$ cat src/hdl/route_table_recursive_lookup_defines.svh
// Assertion macros shared by the route table lookup modules.
`ifndef ROUTE_TABLE_RECURSIVE_LOOKUP_DEFINES_SVH
`define ROUTE_TABLE_RECURSIVE_LOOKUP_DEFINES_SVH

// Check that the consequent holds in the same cycle as the antecedent.
`define RTRL_ASSERT_NOW(lbl, ante, cons, msg) \
    lbl: assert property (@(posedge clk) disable iff (!rst_n) (ante) |-> (cons)) \
        else $error(msg);

// Check that the consequent holds in the cycle after the antecedent.
`define RTRL_ASSERT_NEXT(lbl, ante, cons, msg) \
    lbl: assert property (@(posedge clk) disable iff (!rst_n) (ante) |=> (cons)) \
        else $error(msg);

`endif

$ cat src/hdl/rtrl_pkg.sv
// Types, codes and microcode program of the route table lookup.
package rtrl_pkg;

    localparam int ADDR_W          = 32;
    localparam int PREFIX_W        = 6;
    localparam int SLOT_IN_W       = 4;
    localparam int ITF_W           = 4;
    localparam int OP_W            = 2;
    localparam int STATUS_W        = 2;
    localparam int MAX_PREFIX      = 32;
    localparam int INTERFACE_COUNT = 16;

    // Operation codes
    localparam logic [OP_W-1:0] OP_LOOKUP = 2'd0;
    localparam logic [OP_W-1:0] OP_WRITE  = 2'd1;
    localparam logic [OP_W-1:0] OP_INVAL  = 2'd2;

    // Result status codes
    localparam logic [STATUS_W-1:0] ST_FOUND   = 2'd0;
    localparam logic [STATUS_W-1:0] ST_NOROUTE = 2'd1;
    localparam logic [STATUS_W-1:0] ST_LOOP    = 2'd2;
    localparam logic [STATUS_W-1:0] ST_DONE    = 2'd3;

    // One stored route
    typedef struct packed {
        logic [ADDR_W-1:0]   base;
        logic [PREFIX_W-1:0] prefix;
        logic                is_gw;
        logic [ADDR_W-1:0]   next;
    } rtrl_entry_t;

    // Microcode steps
    typedef enum logic [3:0] {
        S_IDLE,
        S_DISPATCH,
        S_LK_INIT,
        S_READ,
        S_CHECK,
        S_KIND,
        S_GW_TAKE,
        S_SLOT_NEXT,
        S_WRITE,
        S_EMIT_FOUND,
        S_EMIT_NOROUTE,
        S_EMIT_LOOP,
        S_EMIT_DONE
    } rtrl_step_t;

    // Jump conditions
    typedef enum logic [3:0] {
        COND_NEVER,
        COND_NO_ITEM,
        COND_NOT_LOOKUP,
        COND_MISS,
        COND_DIRECT,
        COND_LAST_PASS,
        COND_LAST_SLOT,
        COND_OUT_BUSY
    } rtrl_cond_t;

    // Result selection
    typedef enum logic [2:0] {
        EMIT_NONE,
        EMIT_FOUND,
        EMIT_NOROUTE,
        EMIT_LOOP,
        EMIT_DONE
    } rtrl_emit_t;

    // Control word of one step
    typedef struct packed {
        rtrl_cond_t cond;
        rtrl_step_t jump;
        rtrl_step_t next;
        logic       take;
        logic       act_init;
        logic       act_scan_clr;
        logic       act_read;
        logic       act_gw;
        logic       act_slot_inc;
        logic       act_write;
        rtrl_emit_t emit;
    } rtrl_cw_t;

    // Datapath flags seen by the sequencer
    typedef struct packed {
        logic no_item;
        logic not_lookup;
        logic miss;
        logic direct;
        logic last_pass;
        logic last_slot;
        logic out_busy;
    } rtrl_flags_t;

    // True prefix mask: the top len bits set
    function automatic logic [ADDR_W-1:0] rtrl_mask(input logic [PREFIX_W-1:0] len);
        logic [ADDR_W-1:0] ones;
        ones = '1;
        return ~(ones >> len);
    endfunction

    // Microcode program
    function automatic rtrl_cw_t rtrl_ucode(input rtrl_step_t step);
        rtrl_cw_t cw;
        cw = '0;
        cw.cond = COND_NEVER;
        cw.jump = S_IDLE;
        cw.next = S_IDLE;
        cw.emit = EMIT_NONE;
        case (step)
            S_IDLE:
            begin
                cw.take = 1'b1;
                cw.cond = COND_NO_ITEM;
                cw.jump = S_IDLE;
                cw.next = S_DISPATCH;
            end
            S_DISPATCH:
            begin
                cw.cond = COND_NOT_LOOKUP;
                cw.jump = S_WRITE;
                cw.next = S_LK_INIT;
            end
            S_LK_INIT:
            begin
                cw.act_init     = 1'b1;
                cw.act_scan_clr = 1'b1;
                cw.next         = S_READ;
            end
            S_READ:
            begin
                cw.act_read = 1'b1;
                cw.next     = S_CHECK;
            end
            S_CHECK:
            begin
                cw.cond = COND_MISS;
                cw.jump = S_SLOT_NEXT;
                cw.next = S_KIND;
            end
            S_KIND:
            begin
                cw.cond = COND_DIRECT;
                cw.jump = S_EMIT_FOUND;
                cw.next = S_GW_TAKE;
            end
            S_GW_TAKE:
            begin
                cw.act_gw       = 1'b1;
                cw.act_scan_clr = 1'b1;
                cw.cond         = COND_LAST_PASS;
                cw.jump         = S_EMIT_LOOP;
                cw.next         = S_READ;
            end
            S_SLOT_NEXT:
            begin
                cw.act_slot_inc = 1'b1;
                cw.cond         = COND_LAST_SLOT;
                cw.jump         = S_EMIT_NOROUTE;
                cw.next         = S_READ;
            end
            S_WRITE:
            begin
                cw.act_write = 1'b1;
                cw.next      = S_EMIT_DONE;
            end
            S_EMIT_FOUND:
            begin
                cw.emit = EMIT_FOUND;
                cw.cond = COND_OUT_BUSY;
                cw.jump = S_EMIT_FOUND;
                cw.next = S_IDLE;
            end
            S_EMIT_NOROUTE:
            begin
                cw.emit = EMIT_NOROUTE;
                cw.cond = COND_OUT_BUSY;
                cw.jump = S_EMIT_NOROUTE;
                cw.next = S_IDLE;
            end
            S_EMIT_LOOP:
            begin
                cw.emit = EMIT_LOOP;
                cw.cond = COND_OUT_BUSY;
                cw.jump = S_EMIT_LOOP;
                cw.next = S_IDLE;
            end
            S_EMIT_DONE:
            begin
                cw.emit = EMIT_DONE;
                cw.cond = COND_OUT_BUSY;
                cw.jump = S_EMIT_DONE;
                cw.next = S_IDLE;
            end
            default:
            begin
                cw.next = S_IDLE;
            end
        endcase
        return cw;
    endfunction

endpackage

$ cat src/hdl/rtrl_seq.sv
// Microcode sequencer: step counter, program table and jump logic.
`include "route_table_recursive_lookup_defines.svh"

module rtrl_seq
    import rtrl_pkg::*;
(
    input  logic        clk,
    input  logic        rst_n,
    input  rtrl_flags_t flags,
    output rtrl_cw_t    cw
);

    rtrl_step_t step_reg;
    rtrl_step_t step_next;
    logic       take_jump;

    // Advance the step counter
    always_ff @(posedge clk or negedge rst_n)
    begin
        if (!rst_n)
        begin
            step_reg <= S_IDLE;
        end
        else
        begin
            step_reg <= step_next;
        end
    end

    // Fetch the control word and pick the successor
    always_comb
    begin
        cw = rtrl_ucode(step_reg);
        case (cw.cond)
            COND_NEVER:      take_jump = 1'b0;
            COND_NO_ITEM:    take_jump = flags.no_item;
            COND_NOT_LOOKUP: take_jump = flags.not_lookup;
            COND_MISS:       take_jump = flags.miss;
            COND_DIRECT:     take_jump = flags.direct;
            COND_LAST_PASS:  take_jump = flags.last_pass;
            COND_LAST_SLOT:  take_jump = flags.last_slot;
            COND_OUT_BUSY:   take_jump = flags.out_busy;
            default:         take_jump = 1'b0;
        endcase
        step_next = take_jump ? cw.jump : cw.next;
    end

    `RTRL_ASSERT_NEXT(a_emit_returns_idle, (cw.emit != EMIT_NONE) && !flags.out_busy, step_reg == S_IDLE, "result sent but sequencer did not return to idle")
    `RTRL_ASSERT_NOW(a_take_only_idle, cw.take, step_reg == S_IDLE, "item taken outside idle step")
    `RTRL_ASSERT_NEXT(a_last_slot_noroute, (step_reg == S_SLOT_NEXT) && flags.last_slot, step_reg == S_EMIT_NOROUTE, "scan ended without no-route result")

endmodule

$ cat config.mk
export PLATFORM = sky130hd
export DESIGN_NAME = rtrl_seq
export DESIGN_NICKNAME = d
export VERILOG_FILES = /design/src/hdl/rtrl_pkg.sv /design/src/hdl/rtrl_seq.sv
export VERILOG_INCLUDE_DIRS = /design/src /design/src/hdl
export SDC_FILE = /design/constraint.sdc
export NUM_CORES = 1
export LEC_CHECK = 0
export BUFFER_PORTS_ARGS = -buffer_cell sky130_fd_sc_hd__clkbuf_2
export CORE_AREA = 8 8 45 47
export CTS_BUF_LIST = sky130_fd_sc_hd__clkbuf_16
export CTS_CLUSTER_DIAMETER = 100
export CTS_CLUSTER_SIZE = 16
export DETAILED_ROUTE_END_ITERATION = 12
export DIE_AREA = 0 0 53 55
export PLACE_DENSITY_LB_ADDON = 0.08
export SLEW_MARGIN = 20
export SYNTH_ARGS = -nofsm -noshare
export SYNTH_HDL_FRONTEND = slang
export SYNTH_SLANG_ARGS = --single-unit
$ cat constraint.sdc
create_clock -name clk -period 2.1 [get_ports clk]
set_clock_uncertainty 0.2 [all_clocks]
set_input_delay 0.42 -clock clk [delete_from_list [all_inputs] [get_ports clk]]
set_output_delay 0.42 -clock clk [all_outputs]
set_load 0.02 [all_outputs]
==> impl_metrics.py <==
metrics = {
    "run_status": {
        "status": "complete, but fails checks",
        "violations": "setup timing",
    },
    "layout": {
        "seq_area_um2": 105.1,
        "finalInstanceArea_um2": 928.4,
        "multiInputGateArea_um2": 419.2,
        "drive_gt1_share_pct": 59.48,
        "layout.cells.non_filler": 132,
        "area_growth_pct": 77.94,
        "largest_register_ffs": 4,
        "final_util_pct": 67.09,
        "final_nets": 127,
        "n_antenna_cell": 0,
        "fillCellCount": 117,
    },
    "global_route": {
        "grt_max_degree": 13,
        "gr-usage-all-layers_pct": 11.65,
        "grt_pass1_vias": 625,
        "grt_overflow": 0,
        "grt_pass1_wl_um": 2697,
        "antenna_found_initial": 0,
    },
    "timing": {
        "fin_crit_sh_pct": 101.2,
        "finalHoldViolCount": 0,
        "setup_slack_ns": -0.02603,
        "rsz0062_at_grt": "yes",
        "period_needed_ns": 2.126,
        "slew_violations": 0,
        "fmax_ghz": 0.4704,
        "finalSetupViolCount": 1,
    },
    "cts": {
        "cts.reportedPaths.clkPinSlew_ns": 0.03,
        "clockBufferDepth": 2,
        "cts_tree": "built",
        "htree_levels": 1,
        "cts_buffers": 3,
        "cts_sinks": 4,
        "clock_latency_ns": 0.22,
        "root_buffer": "clkbuf_16",
    },
    "drt": {
        "drtAntennaViolNets": 0,
        "vias": 684,
        "drc": 0,
        "wirelength_um": 1860,
        "drt_iter0_markers": 22,
        "routed_via_density": 5.182,
        "wire_per_inst_um": 14.09,
        "dr.pass1.iters": 4,
    },
    "setup_path": {
        "crit_chain": "buf_4, nand2b_2, o21ai_0, a21o_1, buf_4",
        "crit_family": "flip-flops",
        "cp-start-kind": "register",
        "crit_type": "register to primary output",
        "crit_slowest_cell": "dfrtp_2",
        "required_ns": 1.48,
        "worstSetupEndpointType": "primary output",
        "critical_path.max_fanout": 8,
        "r2r_cells": 6,
        "critical_path_buf_inv_count": 2,
        "critPathMostFrequentCell": "buf_4",
        "cp_num_cells": 5,
        "max_stage_delay_ns": 0.46,
        "arrival_ns": 1.51,
    },
    "synth": {
        "synthCells": 72,
        "avgSynthCellArea_um2": 7.247,
        "synthDistinctLibCells": 32,
        "ys_seq_area_share_pct": 19.18,
        "synth_area_um2": 521.8,
        "synth-seq-cells": 4,
        "syn_nets": 81,
        "yosys_warnings": 0,
    },
    "placement": {
        "gp_congestion": 0.8489,
        "dpl-instance-area_um2": 762.0,
        "io_buffer_count": 29,
        "dp_hpwl_um": 1378,
        "placed_cells": 122,
    },
    "power_and_ir_drop": {
        "cellPowerDensity_nw_per_um2": 2085,
        "ir_drop_v": 0.0009935,
        "p_leak_nw": 0.4837,
        "p_total_mw": 1.936,
    },
    "floorplanning": {
        "start_util_pct": 37.70,
        "die_area_um2": 2915,
        "rows": 14,
        "dieHeight_um": 55,
        "ios": 31,
        "core_area_um2": 1384,
        "die_w_um": 53,
    },
    "flow_run": {
        "max-cap-violations": 0,
    },
    "min_path": {
        "hold_class": "input pin to async pin",
    },
}
## placed cells by master (no fill, tap or decap), types with 2 or more instances in the layout
master / count
a21o_1: 2
a21oi_1: 5
a22o_1: 2
a22oi_1: 2
buf_2: 2
buf_4: 19
clkbuf_16: 3
clkbuf_2: 24
clkbuf_4: 2
dfrtp_2: 4
inv_1: 2
mux2_4: 3
nand2_1: 4
nor2_1: 10
nor3_1: 2
nor3_2: 2
o21ai_0: 3
o22ai_1: 2
## routing by layer
layer	up-vias	wire (µm)	GRT usage, %
met5	-	0	0
met4	0	0	2.586
met3	0	93	2.139
met2	22	875	19.14
met1	318	891	15.40
li1	344	-	-
## cell usage after synthesis, drive strengths merged
cell type	number	area share [%]
nand2	4	2.9
and2b	1	1.4
a22oi	2	2.9
xor2	1	1.7
o21ai	3	2.9
a21o	2	2.9
conb	1	0.72
a32o	2	4.1
a22o	2	3.4
inv	3	2.2
nor2	12	8.6
nand3	1	0.96
buf	4	4.8
mux2	3	8.6
nand2b	2	2.4
clkbuf	3	2.2
nor2b	2	2.4
a21oi	5	4.8
nor4bb	1	1.9
xnor2	1	1.7
or2	1	1.2
a211oi	3	6.2
o22ai	2	2.4
and2	1	1.2
nor3	4	3.8
and3	1	1.2
dfrtp	4	19
o31ai	1	1.4
## per-stage QoR
| stage | TNS (ns) | setup slack [ns] | hold slack, ns |
|---|---|---|---|
| after global routing | -0.1440 | -0.04826 | 0.3448 |
| after global placement | 0 | 0.02640 | 0.02867 |
| after floorplan | 0 | 0.01807 | -0.07559 |
| after CTS | -0.1264 | -0.05282 | 0.3375 |
| final | -0.02603 | -0.02603 | 0.3381 |
| after detailed placement | -0.004311 | -0.004311 | 0.02738 |
## power by group
part | switching, mW | internal, mW
Combinational | 0.795 | 0.667
Clock | 0.0496 | 0.243
Sequential | 0.0616 | 0.120
Total | 0.906 | 1.03
## kinds of logic after synthesis
kind of cell	Yosys count	synth area share, %
AOI/OAI and AO/OA	22	30.93
DFF	4	19.19
muxes	3	8.632
other	1	0.7187
and+or+nand+nor	30	28.06
xor gates and xnor gates	2	3.358
buffers and inverters	10	9.112
## cell type report
class | instances | area share (%)
clock buffer | 3 | 8.086
inverter | 3 | 1.213
multi-input combinational | 58 | 45.15
sequential | 4 | 11.32
tap | 16 | 2.156
timing repair buffer | 48 | 32.08
## worst paths after layout
kind	slack (ns)	endpoint	startpoint
setup / recovery	-0.03	cw[12]	step_reg[3]
hold / removal	0.34	step_reg[1]	rst_n
setup reg to reg	0.06	step_reg[2]	step_reg[2]
hold reg to reg	0.59	step_reg[3]	step_reg[1]
max in group asynchronous	1.23	step_reg[3]	rst_n
min in group clk	0.58	step_reg[3]	flags[5]
## timing repair
| action | 4_1_cts | 5_1_grt |
|---|---|---|
| gates cloned | 0 | 0 |
| setup buffers | 0 | 6 |
| hold buffers | 1 | 0 |
| hold endpoints to repair | 4 | 0 |
| setup endpoints to repair | 8 | 8 |
| gates resized for setup | 8 | 12 |
Power figures use the tool's default switching activity.
